==> src/rafp_pkg.sv <==
`default_nettype none

package rafp_pkg;

   localparam logic [7:0] START_BYTE = 8'h02;
   localparam logic [7:0] END_BYTE   = 8'h03;
   localparam logic [7:0] CR_BYTE    = 8'h0D;
   localparam logic [7:0] LF_BYTE    = 8'h0A;

   localparam int CHARS_PER_FRAME = 12;
   localparam int TAG_BYTES       = 5;
   localparam int TAG_WIDTH       = TAG_BYTES * 8;
   localparam int COUNT_WIDTH     = 4;
   localparam int BYTE_IDX_WIDTH  = $clog2(TAG_BYTES);

   localparam logic [COUNT_WIDTH-1:0] LAST_CHAR_INDEX = COUNT_WIDTH'(CHARS_PER_FRAME - 1);

   // one received character after decode
   typedef struct packed {
      logic       is_start;
      logic       is_term;
      logic [7:0] nibble;
   } decoded_char_type;

   // frame tracking state seen by the top level
   typedef struct packed {
      logic                   in_frame;
      logic [COUNT_WIDTH-1:0] char_count;
      logic                   emit;
      logic                   take;
   } frame_status_type;

endpackage

`default_nettype wire

==> src/rfid_ascii_frame_parser.sv <==
// result path: a frame's last character is registered on transfer, and its result
//   is then registered into the result register that drives rsp_valid
// throughput: one byte per cycle; the single result register stalls the input
//   only when a finished tag is still waiting and the next byte completes a frame
// reset (synchronous, active high) returns the parser to idle with no result held
`default_nettype none

module rfid_ascii_frame_parser (
   input  wire logic                            clock,
   input  wire logic                            reset,
   input  wire logic                            req_valid,
   output logic                                 req_stall,
   input  wire logic [7:0]                      req_rx_byte,
   output logic                                 rsp_valid,
   input  wire logic                            rsp_stall,
   output logic [rafp_pkg::TAG_WIDTH-1:0]       rsp_tag_id,
   output logic                                 rsp_checksum_ok
);

   rafp_pkg::decoded_char_type decoded;
   rafp_pkg::decoded_char_type char_ff;
   rafp_pkg::frame_status_type status;
   logic                       s1_valid_ff, s1_valid_in;
   logic                       accept;

   rafp_decode u_decode (
      .rx_byte  (req_rx_byte),
      .char_out (decoded)
   );

   assign req_stall = s1_valid_ff && !status.take;
   assign accept    = req_valid && !req_stall;

   always_comb begin
      s1_valid_in = s1_valid_ff;
      if (accept) begin
         s1_valid_in = 1'b1;
      end else if (status.take) begin
         s1_valid_in = 1'b0;
      end
   end

   always_ff @(posedge clock) begin
      if (reset) begin
         s1_valid_ff <= 1'b0;
      end else begin
         s1_valid_ff <= s1_valid_in;
      end
   end

   always_ff @(posedge clock) begin
      if (accept) begin
         char_ff <= decoded;
      end
   end

   rafp_frame u_frame (
      .clock           (clock),
      .reset           (reset),
      .char_valid      (s1_valid_ff),
      .char_in         (char_ff),
      .rsp_stall       (rsp_stall),
      .rsp_valid       (rsp_valid),
      .rsp_tag_id      (rsp_tag_id),
      .rsp_checksum_ok (rsp_checksum_ok),
      .status          (status)
   );

   // a completed frame always lands in the result register
   assert property (@(posedge clock) disable iff (reset)
      (status.take && status.emit) |=> rsp_valid)
      else $error("completed frame did not raise rsp_valid");

   // idle parser keeps a cleared character count
   assert property (@(posedge clock) disable iff (reset)
      !status.in_frame |-> (status.char_count == '0))
      else $error("character count nonzero while idle");

   // input stalls only when a finished tag blocks the result register
   assert property (@(posedge clock) disable iff (reset)
      req_stall |-> (s1_valid_ff && status.emit && rsp_valid && rsp_stall))
      else $error("input stalled without a blocked result");

   // a frame never runs past its last character
   assert property (@(posedge clock) disable iff (reset)
      (status.char_count == rafp_pkg::LAST_CHAR_INDEX && status.take && status.in_frame)
      |=> (status.char_count == '0))
      else $error("character count ran past end of frame");

endmodule

`default_nettype wire

==> src/rafp_decode.sv <==
`default_nettype none

module rafp_decode (
   input  wire logic [7:0]                 rx_byte,
   output rafp_pkg::decoded_char_type      char_out
);

   always_comb begin
      char_out.is_start = (rx_byte == rafp_pkg::START_BYTE);
      char_out.is_term  = (rx_byte == rafp_pkg::START_BYTE) || (rx_byte == rafp_pkg::END_BYTE)
                          || (rx_byte == rafp_pkg::CR_BYTE) || (rx_byte == rafp_pkg::LF_BYTE);
      case (1'b1)
         (rx_byte inside {[8'h30:8'h39]}): char_out.nibble = rx_byte - 8'h30;
         (rx_byte inside {[8'h41:8'h46]}): char_out.nibble = rx_byte - 8'h37;
         // non-hex characters pass through with their raw value
         default:                          char_out.nibble = rx_byte;
      endcase
   end

endmodule

`default_nettype wire

==> src/rafp_frame.sv <==
`default_nettype none

module rafp_frame (
   input  wire logic                                clock,
   input  wire logic                                reset,
   input  wire logic                                char_valid,
   input  wire rafp_pkg::decoded_char_type          char_in,
   input  wire logic                                rsp_stall,
   output logic                                     rsp_valid,
   output logic [rafp_pkg::TAG_WIDTH-1:0]           rsp_tag_id,
   output logic                                     rsp_checksum_ok,
   output rafp_pkg::frame_status_type               status
);

   logic                                in_frame_ff, in_frame_in;
   logic [rafp_pkg::COUNT_WIDTH-1:0]    char_count_ff, char_count_in;
   logic [7:0]                          hold_ff, hold_in;
   logic [7:0]                          bytes_ff [rafp_pkg::TAG_BYTES];
   logic                                rsp_valid_ff, rsp_valid_in;
   logic [rafp_pkg::TAG_WIDTH-1:0]      tag_ff;
   logic                                ok_ff;

   logic                                emit;
   logic                                take;
   logic                                write_byte;
   logic [7:0]                          pair_byte;
   logic [rafp_pkg::BYTE_IDX_WIDTH-1:0] byte_idx;
   logic [rafp_pkg::TAG_WIDTH-1:0]      tag_word;
   logic [7:0]                          xor_sum;

   // the raw character value is or-ed in whole, high bits included
   assign pair_byte = {hold_ff[3:0], 4'b0000} | char_in.nibble;
   assign byte_idx  = char_count_ff[rafp_pkg::BYTE_IDX_WIDTH:1];

   assign emit = in_frame_ff && !char_in.is_term && (char_count_ff == rafp_pkg::LAST_CHAR_INDEX);
   assign take = char_valid && (!emit || !rsp_valid_ff || !rsp_stall);
   assign write_byte = take && in_frame_ff && !char_in.is_term && char_count_ff[0] && !emit;

   always_comb begin
      tag_word = '0;
      xor_sum  = '0;
      for (int i = 0; i < rafp_pkg::TAG_BYTES; i++) begin
         tag_word = {tag_word[rafp_pkg::TAG_WIDTH-9:0], bytes_ff[i]};
         xor_sum  = xor_sum ^ bytes_ff[i];
      end
   end

   always_comb begin
      in_frame_in   = in_frame_ff;
      char_count_in = char_count_ff;
      hold_in       = hold_ff;
      if (take) begin
         if (!in_frame_ff) begin
            if (char_in.is_start) begin
               in_frame_in   = 1'b1;
               char_count_in = '0;
            end
         end else if (char_in.is_term || emit) begin
            in_frame_in   = 1'b0;
            char_count_in = '0;
         end else begin
            if (!char_count_ff[0]) begin
               hold_in = char_in.nibble;
            end
            char_count_in = char_count_ff + 1'b1;
         end
      end
   end

   always_comb begin
      rsp_valid_in = rsp_valid_ff;
      if (take && emit) begin
         rsp_valid_in = 1'b1;
      end else if (!rsp_stall) begin
         rsp_valid_in = 1'b0;
      end
   end

   always_ff @(posedge clock) begin
      if (reset) begin
         in_frame_ff   <= 1'b0;
         char_count_ff <= '0;
         hold_ff       <= '0;
         rsp_valid_ff  <= 1'b0;
      end else begin
         in_frame_ff   <= in_frame_in;
         char_count_ff <= char_count_in;
         hold_ff       <= hold_in;
         rsp_valid_ff  <= rsp_valid_in;
      end
   end

   always_ff @(posedge clock) begin
      if (write_byte) begin
         bytes_ff[byte_idx] <= pair_byte;
      end
      if (take && emit) begin
         tag_ff <= tag_word;
         ok_ff  <= (xor_sum == pair_byte);
      end
   end

   assign rsp_valid       = rsp_valid_ff;
   assign rsp_tag_id      = tag_ff;
   assign rsp_checksum_ok = ok_ff;

   assign status.in_frame   = in_frame_ff;
   assign status.char_count = char_count_ff;
   assign status.emit       = emit;
   assign status.take       = take;

endmodule

`default_nettype wire
==> config.mk <==
export PLATFORM = sky130hd
export DESIGN_NAME = rfid_ascii_frame_parser
export DESIGN_NICKNAME = d
export VERILOG_FILES = /design/src/rafp_pkg.sv /design/src/rfid_ascii_frame_parser.sv /design/src/rafp_decode.sv /design/src/rafp_frame.sv
export SDC_FILE = /design/constraint.sdc
export NUM_CORES = 1
export LEC_CHECK = 0
export BUFFER_PORTS_ARGS = -buffer_cell sky130_fd_sc_hd__buf_2
export CAP_MARGIN = 20
export CORE_UTILIZATION = 40
export DETAILED_ROUTE_END_ITERATION = 10
export PLACE_DENSITY = 0.6
export SLEW_MARGIN = 40
export SYNTH_ARGS = -nofsm -noshare
export SYNTH_HDL_FRONTEND = slang
export SYNTH_SLANG_ARGS = --single-unit
==> constraint.sdc <==
create_clock -name clock -period 4.2 [get_ports clock]
set_input_delay 1.05 -clock clock [delete_from_list [all_inputs] [get_ports clock]]
set_output_delay 1.05 -clock clock [all_outputs]
set_load 0.005 [all_outputs]
# [Word level (Yosys, flattened, before mapping)]
# Memories as Yosys holds them, arrays and structs flattened.
# Cells that the tools add are included.
# Widths: inputs -> output; s select.
[totals] n_memories=1 latchBits=0 elab_cells=74 inputBits=12 mem_bits_ro=0 mem_bits_rw=40 regBits=62
[mem_list] name="u_frame.bytes_ff" words=5 width=8 rd=5 rd_clocked_by_memory_dff=0 write_ports=1 line_no="rafp_frame.sv:18" source="logic [7:0] bytes_ff [rafp_pkg::TAG_BYTES];"
[classes] n_eq_ne=7 bitwise_logic=7 addsub=3 n_mul=0 magnitude_cmp=4 shifts=0 div_mod_pow=0 mux=14 reduce_logical=28
[op_table] operator="$xor 8x8->8" count=4
[op_table] operator="$eq 8x2->1 const B" count=2
[op_table] operator="$eq 8x4->1 const B" count=2
[op_table] operator="$mux 8" count=2
[op_table] operator="$sub 8x6->8 const B" count=2
[op_table] operator="$logic_and 1x1->1" count=12
[op_table] operator="$mux 4" count=3
[op_table] operator="$mux 1" count=9
[op_table] operator="$eq 8x8->1" count=1
[op_table] operator="$ge 8x6->1 const B" count=1
[op_table] operator="$ge 8x7->1 const B" count=1
[op_table] operator="$le 8x6->1 const B" count=1
[op_table] operator="$le 8x7->1 const B" count=1
[op_table] operator="$or 8x8->8" count=1
[op_table] operator="$logic_not 1->1" count=6
[op_table] operator="$logic_or 1x1->1" count=6
[op_table] operator="$add 4x1->4 const B" count=1
[op_table] operator="$eq 4x4->1 const B" count=1
[op_table] operator="$reduce_and 4->1" count=1
[op_table] operator="$reduce_bool 2->1" count=2
[op_table] operator="$ne 2x1->1 const B" count=1
[op_table] operator="$not 1->1" count=2
[op_table] operator="$reduce_and 2->1" count=1

# [Depth between registers and ports, before layout]
[depth] word_depth=13 mapped_depth=7

# [Hierarchy]
# A second synthesis with hierarchy kept.
[unflattened] hier_cells=256 area_unflattened_um2=4087.7
[by_module_without_submodules] mod="rafp_frame" instances=1 cells_each=191 area_per_inst_um2=3360.7 seq_area_each_um2=2632.5
[by_module_without_submodules] mod="rafp_decode" instances=1 cells_each=51 area_per_inst_um2=376.6 seq_area_each_um2=0.0
[by_module_without_submodules] mod="rfid_ascii_frame_parser" instances=1 cells_each=14 area_per_inst_um2=350.3 seq_area_each_um2=320.3

# [Worst setup path before layout]
# OpenSTA, ideal clock, no wires.
[synth_timing] path_kind="input -> register" from="input port rsp_stall" to="register u_frame.ok_ff (netlist: u_frame.rsp_checksum_ok) (enable)" path_stages=1 arrival_ns=3.084 path_slack_ns=0.663 t_required_ns=3.747 setup_ns=0.453 cell_sequence="a21oi_1"
[synth_via] elab_chain_len=4
[synth_rtl] item="start: declaration" line_no="rfid_ascii_frame_parser.sv:15" source="input wire logic rsp_stall,"
[synth_rtl] item="$logic_not 1->1" line_no="rafp_frame.sv:36" source="assign take = char_valid && (!emit || !rsp_valid_ff || !rsp_stall);"
[synth_rtl] item="$logic_or 1x1->1" line_no="rafp_frame.sv:36"
[synth_rtl] item="$logic_and 1x1->1" line_no="rafp_frame.sv:36"
[synth_rtl] item="$logic_and 1x1->1" line_no="rafp_frame.sv:97" source="if (take && emit) begin"
[synth_rtl] item="end signal: assignment" line_no="rafp_frame.sv:99" source="ok_ff <= (xor_sum == pair_byte);"
[synth_rtl] item="end: declaration" line_no="rafp_frame.sv:21" source="logic ok_ff;"
# No other way between the ends.
# A chain may end at the register's enable or synchronous reset.

# [Worst setup path after layout]
[layout_timing] from="register u_frame.char_count_ff[0] in the netlist's numbering" to="output port req_stall"
[layout_via] elab_chain_len=8
[layout_rtl] item="start: declaration" line_no="rafp_frame.sv:16" source="logic [rafp_pkg::COUNT_WIDTH-1:0] char_count_ff, char_count_in;"
[layout_rtl] item="start signal: assignment" line_no="rafp_frame.sv:87" source="char_count_ff <= char_count_in;"
[layout_rtl] item="$eq 4x4->1" line_no="rafp_frame.sv:35" source="assign emit = in_frame_ff && !char_in.is_term && (char_count_ff == rafp_pkg::LAST_CHAR_INDEX);"
[layout_rtl] item="$logic_and 1x1->1" line_no="rafp_frame.sv:35"
[layout_rtl] item="$logic_not 1->1" line_no="rafp_frame.sv:36"
[layout_rtl] item="$logic_or 1x1->1 (2 in series)" line_no="rafp_frame.sv:36"
[layout_rtl] item="$logic_and 1x1->1" line_no="rafp_frame.sv:36"
[layout_rtl] item="$logic_not 1->1" line_no="rfid_ascii_frame_parser.sv:31" source="assign req_stall = s1_valid_ff && !status.take;"
[layout_rtl] item="$logic_and 1x1->1" line_no="rfid_ascii_frame_parser.sv:31"
[layout_rtl] item="end: declaration" line_no="rfid_ascii_frame_parser.sv:12" source="output logic req_stall,"
# No other way between the ends.

==> flow_summary.yaml <==
run_status:
  status: "complete, no violations"
detailed_routing:
  vias_per_cell: 4.680
  vias: 2134
  wl_um: 6376
  top_layer: "met4"
  drtIter0Drc: 90
  wl_met3_um: 304
  drt-met1-wl_um: 2992
  post_drt_wl_per_cell_um: 13.98
  ant_nets: 0
  drt_first_pass_iters: 4
  drc_errors: 0
  route.met2.wl_um: 2976
final_layout:
  fill_cells: 888
  antenna_cells: 0
  syn_to_final_growth_pct: 16.42
  drive_gt1_frac: 0.2786
  multi_input_area_um2: 1104
  final-seq-area_um2: 2953
  finalNetCount: 339
  design_area_um2: 4746
pwr:
  p_per_area_nw_per_um2: 390.1
  p_leak_nw: 1.673
  peakVddDrop_mv: 0.2038
clock_network:
  htreeDepth: 3
  insertion_delay_ps: 360
  numCtsBuffers: 9
  clockRootBuffer: "clkbuf_8"
  post_cts_resized: 0
  cts.sinks: 102
  clk_pin_slew_worst_paths_ps: 100
  post_cts_buffers: 0
  cts_tree: "yes"
  cts_hold_buffers: 0
  cts_buffer_depth: 2
flow_run:
  maxCapViolCount: 0
setup_path:
  cp.arrival_ps: 1830
  path_class: "reg -> out"
  critPathRequiredTime_ps: 3150
  critPathTopFamily: "simple AND/OR/NAND/NOR gates"
  cp_cell_sequence: "ha_1 -> and3b_1 -> nand3_1 -> nor2_1 -> buf_2"
  path_max_fanout: 6
  crit_start: "u_frame.char_count_ff[0]$_SDFFE_PP0P_"
  crit_path_end_kind: "output port"
  crit_slowest_cell: "dfxtp_1"
  r2r_start: "u_frame.char_count_ff[2]$_SDFFE_PP0P_"
  crit_buf_inv: 1
  worst_path_largest_cell_delay_ps: 420
  critPathLaunchType: "flip-flop"
yosys:
  syn_inst: 257
  syn-num-nets: 277
  synth_area_um2: 4076
  synth_edf_count: 91
  ys_ff_latch: 102
  syn_area_per_cell_um2: 15.86
  synth_top_area_share: 0.6703
  synth_flop_cell: "edfxtp_1"
  ys_seq_area_frac: 0.7244
  synthArstFlopShare: 0
  ys_types: 44
  yosysWarnings: 0
  synth_top_area_cell: "edfxtp_1"
  synthTopCellsByArea: "edfxtp_1, xnor2_1, dfxtp_1"
timing:
  clock_skew_ps: 7.963
  final_hold_viol_count: 0
  fin_crit_ps: 2885
  max_freq_ghz: 0.3467
  setup_tns_ps: 0
  finalSetupViolCount: 0
  report.final.slew_viol_count: 0
  rsz0062_at_grt: "false"
  min_period_over_period: 0.6868
  worstMarginPinSlew_ps: 801.9
  maxSlewHeadroom: 0.4625
worst_hold_path:
  worstHoldStart: "u_frame.bytes_ff[4][0]$_DFFE_PP_"
  hold_class: "reg -> reg"
placement:
  dpl-instance-area_um2: 4524
  io_buffers: 54
  hpwl_um: 4375
  gp_congestion: 0.9464
floorplanning:
  core.rowCount: 36
  die_w_um: 103.0
  die-area_um2: 10600
  initial_utilization: 0.4151
  core_area_um2: 9819
  die_y_um: 103.0
  io_pins: 55
global_route:
  grt_pass1_vias: 1923
  globalRouteTotalUtil: 0.1290
  antenna_found_initial: 0
  grt_max_degree: 42
  grt_pass1_wl_um: 9763
  grt-ovfl-total: 0
==> layout by cell type, fill, tap and decap left out, drive strengths merged, types with 7 or more instances in the layout <==
cell,synthesis,layout
clkbuf,2,9
xnor2,42,42
nand3,7,7
nand2,12,12
a21oi,9,9
ha,8,8
edfxtp,91,91
inv,5,7
nor2,18,18
buf,3,56
dfxtp,11,11
==> state kept, by name (all words and copies together), names as in the netlist <==
register,count
char_ff,10
s1_valid_ff,1
u_frame.bytes_ff,40
u_frame.char_count_ff,4
u_frame.hold_ff,4
u_frame.in_frame_ff,1
u_frame.rsp_checksum_ok,1
u_frame.rsp_tag_id,40
u_frame.rsp_valid,1
==> stage by stage <==
stage | hold slack, ps | instances | total power, mW | setup slack (ps) | util
global placement | 450.4 | 441 | 1.203 | 1576 | 0.4596
detailed placement | 458.2 | 441 | 1.204 | 1533 | 0.4608
floorplan | 447.3 | 257 | 1.183 | 662.8 | -
finish | 478.0 | 456 | 1.851 | 1315 | 0.4833
global route | 487.3 | 456 | 1.910 | 1162 | 0.4833
CTS | 472.3 | 456 | 1.864 | 1316 | 0.4831
==> worst register-to-register path: stages, from the launching register on <==
cell	delay [ps]
dfxtp_1	560
nand3b_4	230
and3_4	210
nand3_1	130
nor3_2	640
==> cells by family (layout without fill, tap and decap cells) <==
group / Yosys count / count (layout) / share of synthesized area
flip-flops: 102 / 102 / 0.7244
XOR/XNOR: 44 / 44 / 0.09454
AO/OA/AOI/OAI: 25 / 25 / 0.04420
AND/OR/NAND/NOR: 63 / 63 / 0.08656
adder cells (fa/ha/maj): 8 / 8 / 0.02456
buffers and inverters: 10 / 76 / 0.01350
multiplexers: 5 / 5 / 0.01228
==> path summary, 6_finish.rpt <==
kind / slack (ps) / cells past startpoint / end
worst max register to register: 2070 / 4 / u_frame.bytes_ff[1][7]$_DFFE_PP_
worst min register to register: 480 / 0 / u_frame.rsp_tag_id[0]$_DFFE_PP_
worst min-delay path: 480 / 0 / u_frame.rsp_tag_id[0]$_DFFE_PP_
worst max-delay path: 1320 / 5 / req_stall
==> synthesized netlist by cell type, types with 2 or more instances <==
cell	n
a21o_1	3
a21oi_1	9
and3_1	2
buf_6	2
dfxtp_1	11
edfxtp_1	91
ha_1	8
inv_1	5
mux2i_1	5
nand2_1	11
nand3_1	7
nand4_1	2
nor2_1	18
nor2b_1	2
nor3_1	3
o21ai_0	4
or2_2	5
xnor2_1	42
xor2_1	2
==> power breakdown <==
| group | total, mW | switching, mW | internal [mW] |
|---|---|---|---|
| sequential | 1.12 | 0.00954 | 1.11 |
| clock | 0.669 | 0.331 | 0.338 |
| combinational | 0.0628 | 0.0360 | 0.0268 |
| total | 1.85 | 0.377 | 1.47 |
==> per-layer routing <==
layer / up-vias / global-route usage
li1: 1053 / -
met4: 0 / 0.06826
met5: - / 0
met2: 76 / 0.2010
met1: 995 / 0.1679
met3: 10 / 0.03051
==> cell type report <==
| type | count | share of cell area |
|---|---|---|
| Multi-Input combinational cell | 145 | 0.2325 |
| Clock buffer | 9 | 0.02610 |
| Inverter | 5 | 0.003955 |
| Tap cell | 133 | 0.03506 |
| Sequential cell | 102 | 0.6222 |
| Clock inverter | 6 | 0.02004 |
| Timing Repair Buffer | 56 | 0.06011 |
Note: power is estimated with default switching activity, not from simulation.
